<file path="config.mk">
export PLATFORM = sky130hd
export DESIGN_NAME = julian_day_to_calendar_date
export DESIGN_NICKNAME = d
export VERILOG_FILES = /design/src/hdl/dtc_pkg.sv /design/src/hdl/dtc_front.sv /design/src/hdl/dtc_fifo.sv /design/src/hdl/dtc_back.sv /design/src/hdl/julian_day_to_calendar_date.sv
export SDC_FILE = /design/constraint.sdc
export NUM_CORES = 2
export LEC_CHECK = 0
export ABC_AREA = 1
export BUFFER_PORTS_ARGS = -buffer_cell sky130_fd_sc_hd__buf_2
export CELL_PAD_IN_SITES_DETAIL_PLACEMENT = 0
export CELL_PAD_IN_SITES_GLOBAL_PLACEMENT = 2
export CORE_MARGIN = 4
export CORE_UTILIZATION = 40
export DETAILED_ROUTE_END_ITERATION = 8
export PLACE_DENSITY_LB_ADDON = 0.25
export RECOVER_POWER = 25
export SETUP_SLACK_MARGIN = 0.3
export SLEW_MARGIN = 20
export SYNTH_ARGS = -nofsm -noshare
export SYNTH_HDL_FRONTEND = slang
export SYNTH_SLANG_ARGS = --single-unit
</file>
<file path="constraint.sdc">
create_clock -name clk_i -period 16.8 [get_ports clk_i]
set_input_delay 0.84 -clock clk_i [delete_from_list [all_inputs] [get_ports clk_i]]
set_output_delay 0.84 -clock clk_i [all_outputs]
set_load 0.01 [all_outputs]
</file>
<file path="src/hdl/dtc_pkg.sv">
// Shared types, constants and the month length table for the day-count to date converter.
package dtc_pkg;

  // Class of a day count, decided by the front end.
  typedef enum logic [1:0] {
    KIND_JULIAN = 2'd0,
    KIND_SWITCH = 2'd1,
    KIND_GREG   = 2'd2
  } dtc_kind_e;

  localparam int unsigned KIND_W = 2;

  // Calendar constants.
  localparam int unsigned LAST_JULIAN_DAY = 2299160;
  localparam int unsigned REST_OF_1582    = 78;
  localparam int unsigned JUL_CYCLE_DAYS  = 1461;
  localparam int unsigned GREG_CYCLE_DAYS = 146097;

  // Remainder register width; it holds anything below one Gregorian cycle.
  localparam int unsigned REM_W  = 18;
  localparam int unsigned YEAR_W = 23;

  // One finished date as it leaves the block.
  typedef struct packed {
    logic [4:0]        day;
    logic [3:0]        month;
    logic [YEAR_W-1:0] year;
    logic              bc;
  } dtc_date_t;

  // Length of a month in a common year, January is 1.
  function automatic logic [4:0] month_len(input logic [3:0] m);
    logic [4:0] len;
    case (m)
      4'd2:                        len = 5'd28;
      4'd4, 4'd6, 4'd9, 4'd11:     len = 5'd30;
      default:                     len = 5'd31;
    endcase
    return len;
  endfunction

endpackage

</file>
<file path="src/hdl/dtc_front.sv">
// Front end: accepts a day count and classifies it by calendar rule.
module dtc_front #(
  parameter int unsigned DAY_BITS = 31
) (
  input  logic                  push_i,
  input  logic [DAY_BITS-1:0]   day_number_i,
  input  logic                  queue_full_i,
  output logic                  queue_push_o,
  output dtc_pkg::dtc_kind_e    kind_o,
  output logic [DAY_BITS-1:0]   value_o
);

  localparam logic [DAY_BITS-1:0] LastJul   = DAY_BITS'(dtc_pkg::LAST_JULIAN_DAY);
  localparam logic [DAY_BITS-1:0] FirstGreg = DAY_BITS'(dtc_pkg::LAST_JULIAN_DAY + 1);
  localparam logic [DAY_BITS-1:0] Rest1582  = DAY_BITS'(dtc_pkg::REST_OF_1582);

  logic [DAY_BITS-1:0] greg_off;

  // A transaction is taken whenever the queue has room.
  assign queue_push_o = push_i && !queue_full_i;

  // Offset from 15 October 1582 for the Gregorian side.
  assign greg_off = day_number_i - FirstGreg;

  // Julian days pass unchanged, the rest of 1582 and later days as offsets.
  always_comb begin
    if (day_number_i <= LastJul) begin
      kind_o  = dtc_pkg::KIND_JULIAN;
      value_o = day_number_i;
    end else if (greg_off < Rest1582) begin
      kind_o  = dtc_pkg::KIND_SWITCH;
      value_o = greg_off;
    end else begin
      kind_o  = dtc_pkg::KIND_GREG;
      value_o = greg_off - Rest1582;
    end
  end

endmodule

</file>
<file path="src/hdl/dtc_fifo.sv">
// Small queue that decouples the front end from the back end.
module dtc_fifo #(
  parameter int unsigned WIDTH = 33,
  parameter int unsigned DEPTH = 2
) (
  input  logic             clk_i,
  input  logic             rst_ni,
  input  logic             push_i,
  input  logic [WIDTH-1:0] wdata_i,
  input  logic             pop_i,
  output logic [WIDTH-1:0] rdata_o,
  output logic             full_o,
  output logic             empty_o
);

  localparam int unsigned PTR_W = (DEPTH > 1) ? $clog2(DEPTH) : 1;
  localparam int unsigned CNT_W = $clog2(DEPTH + 1);
  localparam logic [PTR_W-1:0] LastPtr = PTR_W'(DEPTH - 1);
  localparam logic [CNT_W-1:0] FullCnt = CNT_W'(DEPTH);

  logic [WIDTH-1:0] mem_q [DEPTH];
  logic [PTR_W-1:0] wr_ptr_q, rd_ptr_q;
  logic [CNT_W-1:0] count_q;
  logic             do_push, do_pop;

  assign full_o  = (count_q == FullCnt);
  assign empty_o = (count_q == '0);
  assign do_push = push_i && !full_o;
  assign do_pop  = pop_i && !empty_o;
  assign rdata_o = mem_q[rd_ptr_q];

  // Storage writes.
  always_ff @(posedge clk_i) begin
    if (do_push) begin
      mem_q[wr_ptr_q] <= wdata_i;
    end
  end

  // Pointers and fill count.
  always_ff @(posedge clk_i or negedge rst_ni) begin
    if (!rst_ni) begin
      wr_ptr_q <= '0;
      rd_ptr_q <= '0;
      count_q  <= '0;
    end else begin
      if (do_push) begin
        wr_ptr_q <= (wr_ptr_q == LastPtr) ? '0 : wr_ptr_q + PTR_W'(1);
      end
      if (do_pop) begin
        rd_ptr_q <= (rd_ptr_q == LastPtr) ? '0 : rd_ptr_q + PTR_W'(1);
      end
      if (do_push && !do_pop) begin
        count_q <= count_q + CNT_W'(1);
      end else if (do_pop && !do_push) begin
        count_q <= count_q - CNT_W'(1);
      end
    end
  end

endmodule

</file>
<file path="src/hdl/dtc_back.sv">
// Back end: divides, steps years and months, and holds the finished date.
module dtc_back #(
  parameter int unsigned DAY_BITS = 31
) (
  input  logic                 clk_i,
  input  logic                 rst_ni,
  input  logic                 queue_empty_i,
  input  dtc_pkg::dtc_kind_e   queue_kind_i,
  input  logic [DAY_BITS-1:0]  queue_value_i,
  output logic                 queue_pop_o,
  input  logic                 pop_i,
  output logic                 out_valid_o,
  output dtc_pkg::dtc_date_t   out_o
);

  localparam int unsigned REM_W  = dtc_pkg::REM_W;
  localparam int unsigned YEAR_W = dtc_pkg::YEAR_W;
  // Widest supported day count; the quotient estimate is sized for it.
  localparam int unsigned X_W    = 40;
  localparam int unsigned QUO_W  = 24;
  localparam int unsigned EST_W  = 24;
  localparam int unsigned EST_PW = 2 * EST_W;
  localparam int unsigned PROD_W = QUO_W + REM_W;
  // Reciprocals rounded down: 2^34 / 1461 and 2^41 / 146097.
  localparam logic [EST_W-1:0] JulRecip  = 24'd11758979;
  localparam logic [EST_W-1:0] GregRecip = 24'd15051802;
  localparam int unsigned JUL_SHIFT  = 34;
  localparam int unsigned GREG_SHIFT = 25;

  typedef enum logic [3:0] {
    ST_IDLE,
    ST_EST,
    ST_MULB,
    ST_SUB,
    ST_FIX,
    ST_JUL_YEAR,
    ST_GREG_BASE,
    ST_YEAR_STEP,
    ST_MONTH_STEP,
    ST_FINISH
  } state_e;

  state_e               state_q, state_d;
  dtc_pkg::dtc_kind_e   kind_q, kind_d;
  logic [X_W-1:0]       x_q, x_d;
  logic [QUO_W-1:0]     quo_q, quo_d;
  logic [X_W-1:0]       prod_q, prod_d;
  logic [REM_W:0]       part_q, part_d;
  logic [REM_W-1:0]     rem_q, rem_d;
  logic [REM_W-1:0]     div_q, div_d;
  logic [YEAR_W-1:0]    year_q, year_d;
  logic                 bc_q, bc_d;
  logic                 leap_q, leap_d;
  logic [3:0]           month_q, month_d;
  logic [4:0]           day_q, day_d;
  logic [8:0]           c400_q, c400_d;
  logic [6:0]           c100_q, c100_d;
  logic                 out_valid_q, out_valid_d;
  dtc_pkg::dtc_date_t   out_q, out_d;

  logic [EST_W-1:0]     est_op;
  logic [EST_W-1:0]     est_recip;
  logic [EST_PW-1:0]    est_prod;
  logic [QUO_W-1:0]     quo_est;
  logic [PROD_W-1:0]    back_prod;
  logic [X_W-1:0]       x_diff;
  logic [YEAR_W-1:0]    greg_prod;
  logic                 greg_leap;
  logic [8:0]           year_len;
  logic [8:0]           mon_len;
  logic [6:0]           sw_off;
  logic [10:0]          jul_rem;
  logic [10:0]          jul_q;
  logic signed [13:0]   astro;
  logic [1:0]           jul_off;
  logic [8:0]           jul_drem;
  logic                 out_free;

  // Quotient estimate by reciprocal multiply; it is low by at most one.
  // Julian counts fit in the low bits, Gregorian offsets use the top bits.
  assign est_op    = (kind_q == dtc_pkg::KIND_JULIAN) ? x_q[EST_W-1:0] : x_q[X_W-1:X_W-EST_W];
  assign est_recip = (kind_q == dtc_pkg::KIND_JULIAN) ? JulRecip : GregRecip;
  assign est_prod  = EST_PW'(est_op) * EST_PW'(est_recip);
  assign quo_est   = (kind_q == dtc_pkg::KIND_JULIAN) ? QUO_W'(est_prod[EST_PW-1:JUL_SHIFT])
                                                      : QUO_W'(est_prod[EST_PW-1:GREG_SHIFT]);

  // Multiply back and form the raw remainder, which is below twice the divisor.
  assign back_prod = PROD_W'(quo_q) * PROD_W'(div_q);
  assign x_diff    = x_q - prod_q;

  // Base year of the current 400-year cycle.
  assign greg_prod = quo_q[YEAR_W-1:0] * YEAR_W'(400);

  // Gregorian leap rule from the running year residues.
  assign greg_leap = (c400_q == '0) || ((year_q[1:0] == 2'b00) && (c100_q != '0));
  assign year_len  = greg_leap ? 9'd366 : 9'd365;
  assign mon_len   = {4'b0000, dtc_pkg::month_len(month_q)}
                   + {8'b0, (month_q == 4'd2) && leap_q};

  assign sw_off = queue_value_i[6:0];

  // Julian year within a four-year cycle; the first year of each is leap.
  assign jul_rem = rem_q[10:0];
  assign jul_q   = quo_q[10:0];
  always_comb begin
    if (jul_rem < 11'd366) begin
      jul_off  = 2'd0;
      jul_drem = jul_rem[8:0];
    end else if (jul_rem < 11'd731) begin
      jul_off  = 2'd1;
      jul_drem = 9'(jul_rem - 11'd366);
    end else if (jul_rem < 11'd1096) begin
      jul_off  = 2'd2;
      jul_drem = 9'(jul_rem - 11'd731);
    end else begin
      jul_off  = 2'd3;
      jul_drem = 9'(jul_rem - 11'd1096);
    end
  end
  assign astro = -14'sd4712 + $signed({1'b0, jul_q, 2'b00}) + $signed({12'b0, jul_off});

  assign out_free    = !out_valid_q || pop_i;
  assign queue_pop_o = (state_q == ST_IDLE) && !queue_empty_i;

  // Sequencer next-state and datapath.
  always_comb begin
    state_d     = state_q;
    kind_d      = kind_q;
    x_d         = x_q;
    quo_d       = quo_q;
    prod_d      = prod_q;
    part_d      = part_q;
    rem_d       = rem_q;
    div_d       = div_q;
    year_d      = year_q;
    bc_d        = bc_q;
    leap_d      = leap_q;
    month_d     = month_q;
    day_d       = day_q;
    c400_d      = c400_q;
    c100_d      = c100_q;
    out_valid_d = out_valid_q && !pop_i;
    out_d       = out_q;

    case (state_q)
      ST_IDLE: begin
        if (!queue_empty_i) begin
          kind_d = queue_kind_i;
          x_d    = X_W'(queue_value_i);
          case (queue_kind_i)
            dtc_pkg::KIND_SWITCH: begin
              // The 78 days after the calendar switch.
              year_d = YEAR_W'(1582);
              bc_d   = 1'b0;
              if (sw_off < 7'd17) begin
                month_d = 4'd10;
                day_d   = 5'(sw_off + 7'd15);
              end else if (sw_off < 7'd47) begin
                month_d = 4'd11;
                day_d   = 5'(sw_off - 7'd16);
              end else begin
                month_d = 4'd12;
                day_d   = 5'(sw_off - 7'd46);
              end
              state_d = ST_FINISH;
            end
            dtc_pkg::KIND_JULIAN: begin
              div_d   = REM_W'(dtc_pkg::JUL_CYCLE_DAYS);
              state_d = ST_EST;
            end
            default: begin
              div_d   = REM_W'(dtc_pkg::GREG_CYCLE_DAYS);
              state_d = ST_EST;
            end
          endcase
        end
      end
      ST_EST: begin
        quo_d   = quo_est;
        state_d = ST_MULB;
      end
      ST_MULB: begin
        prod_d  = back_prod[X_W-1:0];
        state_d = ST_SUB;
      end
      ST_SUB: begin
        part_d  = x_diff[REM_W:0];
        state_d = ST_FIX;
      end
      ST_FIX: begin
        // One compare and subtract brings the remainder below the divisor.
        if (part_q >= {1'b0, div_q}) begin
          rem_d = REM_W'(part_q - {1'b0, div_q});
          quo_d = quo_q + QUO_W'(1);
        end else begin
          rem_d = part_q[REM_W-1:0];
        end
        state_d = (kind_q == dtc_pkg::KIND_JULIAN) ? ST_JUL_YEAR : ST_GREG_BASE;
      end
      ST_JUL_YEAR: begin
        // Astronomical year zero is 1 BC.
        leap_d  = (jul_off == 2'd0);
        rem_d   = {{(REM_W-9){1'b0}}, jul_drem};
        month_d = 4'd1;
        if (astro <= 14'sd0) begin
          bc_d   = 1'b1;
          year_d = YEAR_W'(unsigned'(14'sd1 - astro));
        end else begin
          bc_d   = 1'b0;
          year_d = YEAR_W'(unsigned'(astro));
        end
        state_d = ST_MONTH_STEP;
      end
      ST_GREG_BASE: begin
        // 1583 is 383 past a multiple of 400 and 83 past a multiple of 100.
        year_d  = greg_prod + YEAR_W'(1583);
        bc_d    = 1'b0;
        c400_d  = 9'd383;
        c100_d  = 7'd83;
        state_d = ST_YEAR_STEP;
      end
      ST_YEAR_STEP: begin
        if (rem_q >= {{(REM_W-9){1'b0}}, year_len}) begin
          rem_d  = rem_q - {{(REM_W-9){1'b0}}, year_len};
          year_d = year_q + YEAR_W'(1);
          c400_d = (c400_q == 9'd399) ? '0 : c400_q + 9'd1;
          c100_d = (c100_q == 7'd99) ? '0 : c100_q + 7'd1;
        end else begin
          leap_d  = greg_leap;
          month_d = 4'd1;
          state_d = ST_MONTH_STEP;
        end
      end
      ST_MONTH_STEP: begin
        if ((month_q < 4'd12) && (rem_q >= {{(REM_W-9){1'b0}}, mon_len})) begin
          rem_d   = rem_q - {{(REM_W-9){1'b0}}, mon_len};
          month_d = month_q + 4'd1;
        end else begin
          day_d   = rem_q[4:0] + 5'd1;
          state_d = ST_FINISH;
        end
      end
      ST_FINISH: begin
        // Wait until the result register is free or being read.
        if (out_free) begin
          out_valid_d = 1'b1;
          out_d.day   = day_q;
          out_d.month = month_q;
          out_d.year  = year_q;
          out_d.bc    = bc_q;
          state_d     = ST_IDLE;
        end
      end
      default: state_d = ST_IDLE;
    endcase
  end

  // State, working registers and the result register.
  always_ff @(posedge clk_i or negedge rst_ni) begin
    if (!rst_ni) begin
      state_q     <= ST_IDLE;
      out_valid_q <= 1'b0;
    end else begin
      state_q     <= state_d;
      out_valid_q <= out_valid_d;
      kind_q      <= kind_d;
      x_q         <= x_d;
      quo_q       <= quo_d;
      prod_q      <= prod_d;
      part_q      <= part_d;
      rem_q       <= rem_d;
      div_q       <= div_d;
      year_q      <= year_d;
      bc_q        <= bc_d;
      leap_q      <= leap_d;
      month_q     <= month_d;
      day_q       <= day_d;
      c400_q      <= c400_d;
      c100_q      <= c100_d;
      out_q       <= out_d;
    end
  end

  assign out_valid_o = out_valid_q;
  assign out_o       = out_q;

endmodule

</file>
<file path="src/hdl/julian_day_to_calendar_date.sv">
// Top level of the day-count to calendar date converter.
//
//   Channel   Handshake       Payload
//   input     push, full      day_number_i
//   result    pop, empty      day_of_month_o, month_number_o,
//                             year_magnitude_o, before_christ_o
//
// The back end divides by the cycle length (reciprocal multiply, multiply back, subtract,
// one correction), then steps Gregorian years (up to 400) and months (up to 12) at one per
// cycle; Julian years come from the four-year table. The last 78 days of 1582 skip the
// division and go straight to the result. Reset empties the queue, idles the sequencer and
// clears the result valid flag.
// A waiting result stalls only the back end; the front queue keeps taking input until it is full.
module julian_day_to_calendar_date #(
  parameter int unsigned DAY_BITS = 31
) (
  input  logic                clk_i,
  input  logic                rst_ni,
  input  logic                push,
  output logic                full,
  input  logic [DAY_BITS-1:0] day_number_i,
  input  logic                pop,
  output logic                empty,
  output logic [4:0]          day_of_month_o,
  output logic [3:0]          month_number_o,
  output logic [22:0]         year_magnitude_o,
  output logic                before_christ_o
);

  localparam int unsigned ENTRY_W = DAY_BITS + dtc_pkg::KIND_W;

  dtc_pkg::dtc_kind_e   front_kind;
  logic [DAY_BITS-1:0]  front_value;
  logic                 q_push, q_pop, q_full, q_empty;
  logic [ENTRY_W-1:0]   q_rdata;
  logic                 out_valid;
  dtc_pkg::dtc_date_t   out_date;

  // Front end classifies each accepted transaction.
  dtc_front #(.DAY_BITS(DAY_BITS)) u_front (
    .push_i       (push),
    .day_number_i (day_number_i),
    .queue_full_i (q_full),
    .queue_push_o (q_push),
    .kind_o       (front_kind),
    .value_o      (front_value)
  );

  // Queue between the two halves.
  dtc_fifo #(.WIDTH(ENTRY_W), .DEPTH(2)) u_fifo (
    .clk_i   (clk_i),
    .rst_ni  (rst_ni),
    .push_i  (q_push),
    .wdata_i ({front_kind, front_value}),
    .pop_i   (q_pop),
    .rdata_o (q_rdata),
    .full_o  (q_full),
    .empty_o (q_empty)
  );

  // Back end does the arithmetic and holds the result.
  dtc_back #(.DAY_BITS(DAY_BITS)) u_back (
    .clk_i         (clk_i),
    .rst_ni        (rst_ni),
    .queue_empty_i (q_empty),
    .queue_kind_i  (dtc_pkg::dtc_kind_e'(q_rdata[ENTRY_W-1:DAY_BITS])),
    .queue_value_i (q_rdata[DAY_BITS-1:0]),
    .queue_pop_o   (q_pop),
    .pop_i         (pop),
    .out_valid_o   (out_valid),
    .out_o         (out_date)
  );

  assign full             = q_full;
  assign empty            = !out_valid;
  assign day_of_month_o   = out_date.day;
  assign month_number_o   = out_date.month;
  assign year_magnitude_o = out_date.year;
  assign before_christ_o  = out_date.bc;

endmodule

</file>
Word level (Yosys, flattened, before mapping)
Memories as Yosys holds them, arrays and structs flattened.
Cells that the tools add are included.
{"block": "word_totals", "register_bits": 223, "ramBits": 66, "inputBits": 35, "output_inout_bits": 35, "n_memories": 1}
{"block": "classes", "addsub": 27, "n_mul": 3, "order_cmp": 12, "n_eq_ne": 27, "mux": 67, "bitwise_logic": 2, "reduce_logical": 51}
{"name": "u_fifo.mem_q", "depth": 2, "width": 33, "read_ports": 1, "rd_clocked_by_memory_dff": 0, "wr": 1, "line_no": "dtc_fifo.sv:21", "text": "logic [WIDTH-1:0] mem_q [DEPTH];"}
{"cell": "$mux 23", "n": 5}
{"cell": "$pmux 23 s4", "n": 1}
{"cell": "$pmux 18 s4", "n": 1}
{"cell": "$mux 31", "n": 2}
{"cell": "$mux 18", "n": 3}
{"cell": "$mul 24x24->48", "n": 1}
{"cell": "$mux 24", "n": 2}
{"cell": "$pmux 24 s2", "n": 1}
{"cell": "$mux 9", "n": 5}
{"cell": "$mux 4", "n": 10}
{"cell": "$pmux 4 s10", "n": 1}
{"cell": "$pmux 18 s2", "n": 1}
{"cell": "$le 31x22->1 const B", "n": 1}
{"cell": "$lt 31x7->1 const B", "n": 1}
{"cell": "$sub 31x22->31 const B", "n": 1}
{"cell": "$sub 31x7->31 const B", "n": 1}
{"cell": "$mux 5", "n": 5}
{"cell": "$add 24x1->24 const B", "n": 1}
{"cell": "$eq 4x3->1 const B", "n": 6}
{"cell": "$mul 24x18->19", "n": 1}
{"cell": "$add 23x1->23 const B", "n": 1}
{"cell": "$add 23x11->23 const B", "n": 1}
{"cell": "$mul 23x5->19 const B", "n": 1}
{"cell": "$ge 19x18->1", "n": 1}
{"cell": "68 further kinds", "n": 135}

Longest topological paths before layout
{"block": "logic_depth", "depth_word": 8, "depth_mapped": 35}

Hierarchy
From an unflattened synthesis, not the netlist that was laid out.
{"block": "unflattened", "hier_cells": 4876, "area_unflattened_um2": 38977.4}
{"module": "dtc_back", "instances": 1, "cells_each": 3994, "area_per_inst_um2": 33088.0, "seq_area_each_um2": 5920.7}
{"module": "dtc_front", "instances": 1, "cells_each": 677, "area_per_inst_um2": 3244.4, "seq_area_each_um2": 0.0}
{"module": "dtc_fifo", "instances": 1, "cells_each": 204, "area_per_inst_um2": 2641.3, "seq_area_each_um2": 2082.0}
{"module": "julian_day_to_calendar_date", "instances": 1, "cells_each": 1, "area_per_inst_um2": 3.8, "seq_area_each_um2": 0.0}

Worst setup path before layout
OpenSTA, ideal clock, no wires.
{"block": "synth_path", "path_type": "register -> register", "from": "register u_back.kind_q[1]", "to": "register u_back.quo_q[0] (data pin)", "setup_ns": 0.250, "t_arrival_ns": 6.866, "setup_slack_ns": 9.684, "stages_incl_launch_ff": 30, "period_less_slack_ns": 7.116, "cell_sequence": "edfxtp_1 nor2_2 inv_2 clkbuf_1 o21ai_0 fa_1 fa_1 inv_1 fa_1 fa_1 fa_1 inv_1 fa_1 inv_1 fa_1 inv_1 ha_1 nand2_1 nor2_1 inv_1 nor2_1 and3_1 nand2_1 nand2_1 nand2_1 nand2_1 xnor2_1 nand2_1 nand3_1 inv_1"}
{"block": "synth_via", "elab_chain_cells": 5}
{"item": "start, declared", "line_no": "dtc_back.sv:44", "text": "dtc_pkg::dtc_kind_e kind_q, kind_d;"}
{"item": "start signal, assigned", "line_no": "dtc_back.sv:266", "text": "kind_q <= kind_d;"}
{"item": "$logic_not 2->1 *", "line_no": "dtc_back.sv:81, dtc_back.sv:82, dtc_back.sv:84"}
{"item": "$mux 24 / $mux 23 (equally long branches)", "line_no": "dtc_back.sv:81, dtc_back.sv:82"}
{"item": "$mul 24x24->48", "line_no": "dtc_back.sv:83", "text": "assign est_prod = EST_PW'(est_op) * EST_PW'(est_recip);"}
{"item": "$mux 23 *", "line_no": "dtc_back.sv:84", "text": "assign quo_est = (kind_q == dtc_pkg::KIND_JULIAN) ? QUO_W'(est_prod[EST_PW-1:JUL_SHIFT])"}
{"item": "$pmux 24 s2 *", "line_no": "dtc_back.sv:145", "text": "case (state_q)"}
{"item": "named net u_back.quo_d[0]", "line_no": "dtc_back.sv:46", "text": "logic [QUO_W-1:0] quo_q, quo_d;"}
{"item": "end signal, assigned", "line_no": "dtc_back.sv:268", "text": "quo_q <= quo_d;"}
{"item": "end, declared", "line_no": "dtc_back.sv:46"}
The timed path passes the listed nets; every way through them passes the cells marked *.
A chain may end at the register's enable or synchronous reset.

Worst setup path after layout
{"block": "layout_path", "from": "register u_back.kind_q[1]", "to": "register u_back.quo_q[3] (data pin)"}
The elaborated chain is that of the path after synthesis.

==> reports/metrics.cfg <==
[cts]
cts-root-buf=clkbuf_16
cts.sinks=268
clock_latency_ns=0.61
clockBufferDepth=3
cts_hold_buf=0
cts-resized-gates=0
post-cts-setup-buffers=0
cts_tree=done
cts_made_buffers=31
clk_pin_slew_ns=0.06
cts_max_level=1

[place]
placed_cells=6031
io_buffers=69
place.gp.congestion=0.9216
dp_hpwl_um=103200

[drt]
wire_per_inst_um=19.69
wl_um=119900
vias_per_cell=4.971
drc=0
first_pass_iters=7
ant_nets=0
drt_iter0_drc=1951
route.vias.total=30265

[floorplanning]
pin_count=70
start_util=0.4051
die_h_um=316.1
row_count=112
fp.dieW_um=316.1
dieArea_mm2=0.09994
coreArea_mm2=0.09375

[setup_path]
cp_num_buf_inv=7
worstSetupPathType=reg -> reg
critPathCaptureType=flip-flop
cp_top_family=adder cells
crit_path_max_incr_delay_ns=0.61
crit_arrival_ns=8.80
start_kind=flip-flop
cp_max_fo=41
crit_required_ns=17.13
crit_path_top_delay_cell=nor2_1

[global_routing]
grt_start_max_net_pins=42
grt_use_total=0.2440
grt_pass1_wl_um=185100
grt_antenna_before_repair=4
first_global_vias=31061
grt-ovfl-total=0

[yosys]
syn_area_per_cell_um2=8.103
synthCells=4687
synth_edf_count=259
mappedNetlistArea_mm2=0.03798
synthArstFlopShare=0.03358
ys_ff_latch=268
ys.flop_type=edfxtp_1
synth.distinct_cells=64
ys_seq_area_frac=0.2107
ys_warn_count=0

[layout]
fillers=9563
finalNetCount=5723
layout-drive-gt1-share=0.05382
multi_input_comb_area_mm2=0.02563
syn2layout_area_growth_pct=8.147
regArea_mm2=0.008003
layout.cells.most_common=inv_1
final_cell_mix=1,128 x inv_1, 834 x nand2_1, 458 x ha_1
final_cells=6088

[sta]
final.setup.tns_ns=0
fin_skew_ns=0.03621
final_max_slew_viol_count=101
final-hold-violation-count=0
slew_headroom=-0.3787
period_share=0.5043
finalSetupViolCount=0
rsz0062_at_grt=no
tightestPinTransition_ns=2.068
period_minus_slack_ns=8.472
max_freq_mhz=118.0

[status]
violations=capacitance limit, slew limit
status=finished, violations left

[job]
drv_cap=3

[hold_path]
hold_class=in -> async

## worst paths after layout
check	startpoint	to	slack (ns)	cells past startpoint
max in group asynchronous	rst_ni	u_fifo.count_q[1]$_DFFE_PN0P_	15.85	1
worst max-delay path	u_back.kind_q[1]$_DFFE_PP_	u_back.quo_q[3]$_DFFE_PP_	8.33	31
worst min-delay path	rst_ni	u_back.out_valid_o$_DFF_PN0_	0.35	1
worst min register to register	u_back.day_q[3]$_DFFE_PP_	u_back.out_o[31]$_DFFE_PP_	0.42	0
min in group clk_i	u_back.day_q[3]$_DFFE_PP_	u_back.out_o[31]$_DFFE_PP_	0.42	0
worst max register to register	u_back.kind_q[1]$_DFFE_PP_	u_back.quo_q[3]$_DFFE_PP_	8.33	31
## metrics by stage
step                      utilization  worst slack, ns  area, um2  hold WS [ns]
after floorplan                     -            9.684      38160        0.4003
after global placement         0.4278            8.455      40100        0.4039
after detailed placement       0.4278            8.340      40100        0.4052
after CTS                      0.4380            8.334      41070        0.1096
after global routing           0.4381            7.841      41070        0.3634
final                          0.4381            8.328      41070        0.3502
## worst reg2reg max path: cells and delay by family (launching register included)
family / cells / cell delay (ns)
and+or+nand+nor: 12 / 1.85
DFF: 1 / 0.38
AOI/OAI and AO/OA: 4 / 0.63
buffers and inverters: 7 / 1.34
adders and majority gates: 8 / 4.02
## registers in the layout, summed over array words and instances, names as in the netlist
name and cells:
u_back.bc_q 1, u_back.c100_q 7, u_back.c400_q 9, u_back.day_q 5
u_back.div_q 2, u_back.kind_q 2, u_back.leap_q 1, u_back.month_q 4
u_back.out_o 33, u_back.out_valid_o 1, u_back.part_q 19, u_back.prod_q 19
u_back.quo_q 19, u_back.rem_q 18, u_back.state_q 4, u_back.x_q 31
u_back.year_q 23, u_fifo.count_q 2, u_fifo.mem_q 66, u_fifo.rd_ptr_q 1
u_fifo.wr_ptr_q 1
## cell type report
type	count	share of cell area
Multi-Input combinational cell	3256	0.6240
Sequential cell	268	0.1948
Inverter	1154	0.1055
Tap cell	1254	0.03820
Clock buffer	34	0.01916
Timing Repair Buffer	100	0.01389
Clock inverter	19	0.004234
Antenna cell	3	0.0001828
## routing by layer
metal	routed length (um)	vias to the layer above	share of wire	GRT usage
li1	-	14903	-	-
met1	54880	14575	0.46	0.3367
met2	54780	675	0.46	0.3986
met3	7468	112	0.062	0.04967
met4	2747	0	0.023	0.05242
met5	0	-	0	0
## cells by family (layout without fill, tap and decap cells)
group           Yosys count  in the layout  share of synthesized area
xor+xnor                141            141                    0.03271
mux                       2              2                  0.0005271
fa+ha+maj               877            877                     0.3717
buf+inv                1212           1307                     0.1205
compound gates          509            509                    0.07521
flops                   268            268                     0.2107
simple gates           1676           1676                     0.1884
other cells               2             54                  0.0001977
## synthesized netlist by cell type (25+ instances only)
cell / count / area [um2]
fa_1: 419 / 8388
ha_1: 458 / 5731
o211ai_1: 25 / 187.7
edfxtp_1: 259 / 7777
xnor2_1: 48 / 420.4
inv_1: 1128 / 4234
o21ai_0: 189 / 945.9
xor2_1: 92 / 805.8
nand4_1: 55 / 344.1
nor2_1: 413 / 1550
nand3_1: 204 / 1021
a21oi_1: 186 / 930.9
nand2_1: 834 / 3131
clkbuf_1: 48 / 180.2
or2_2: 31 / 193.9
nor3_1: 51 / 255.2
Power is left out: the tool's default activity adds up to more than one toggle a clock period on the data nets, which glitch-free logic cannot reach.
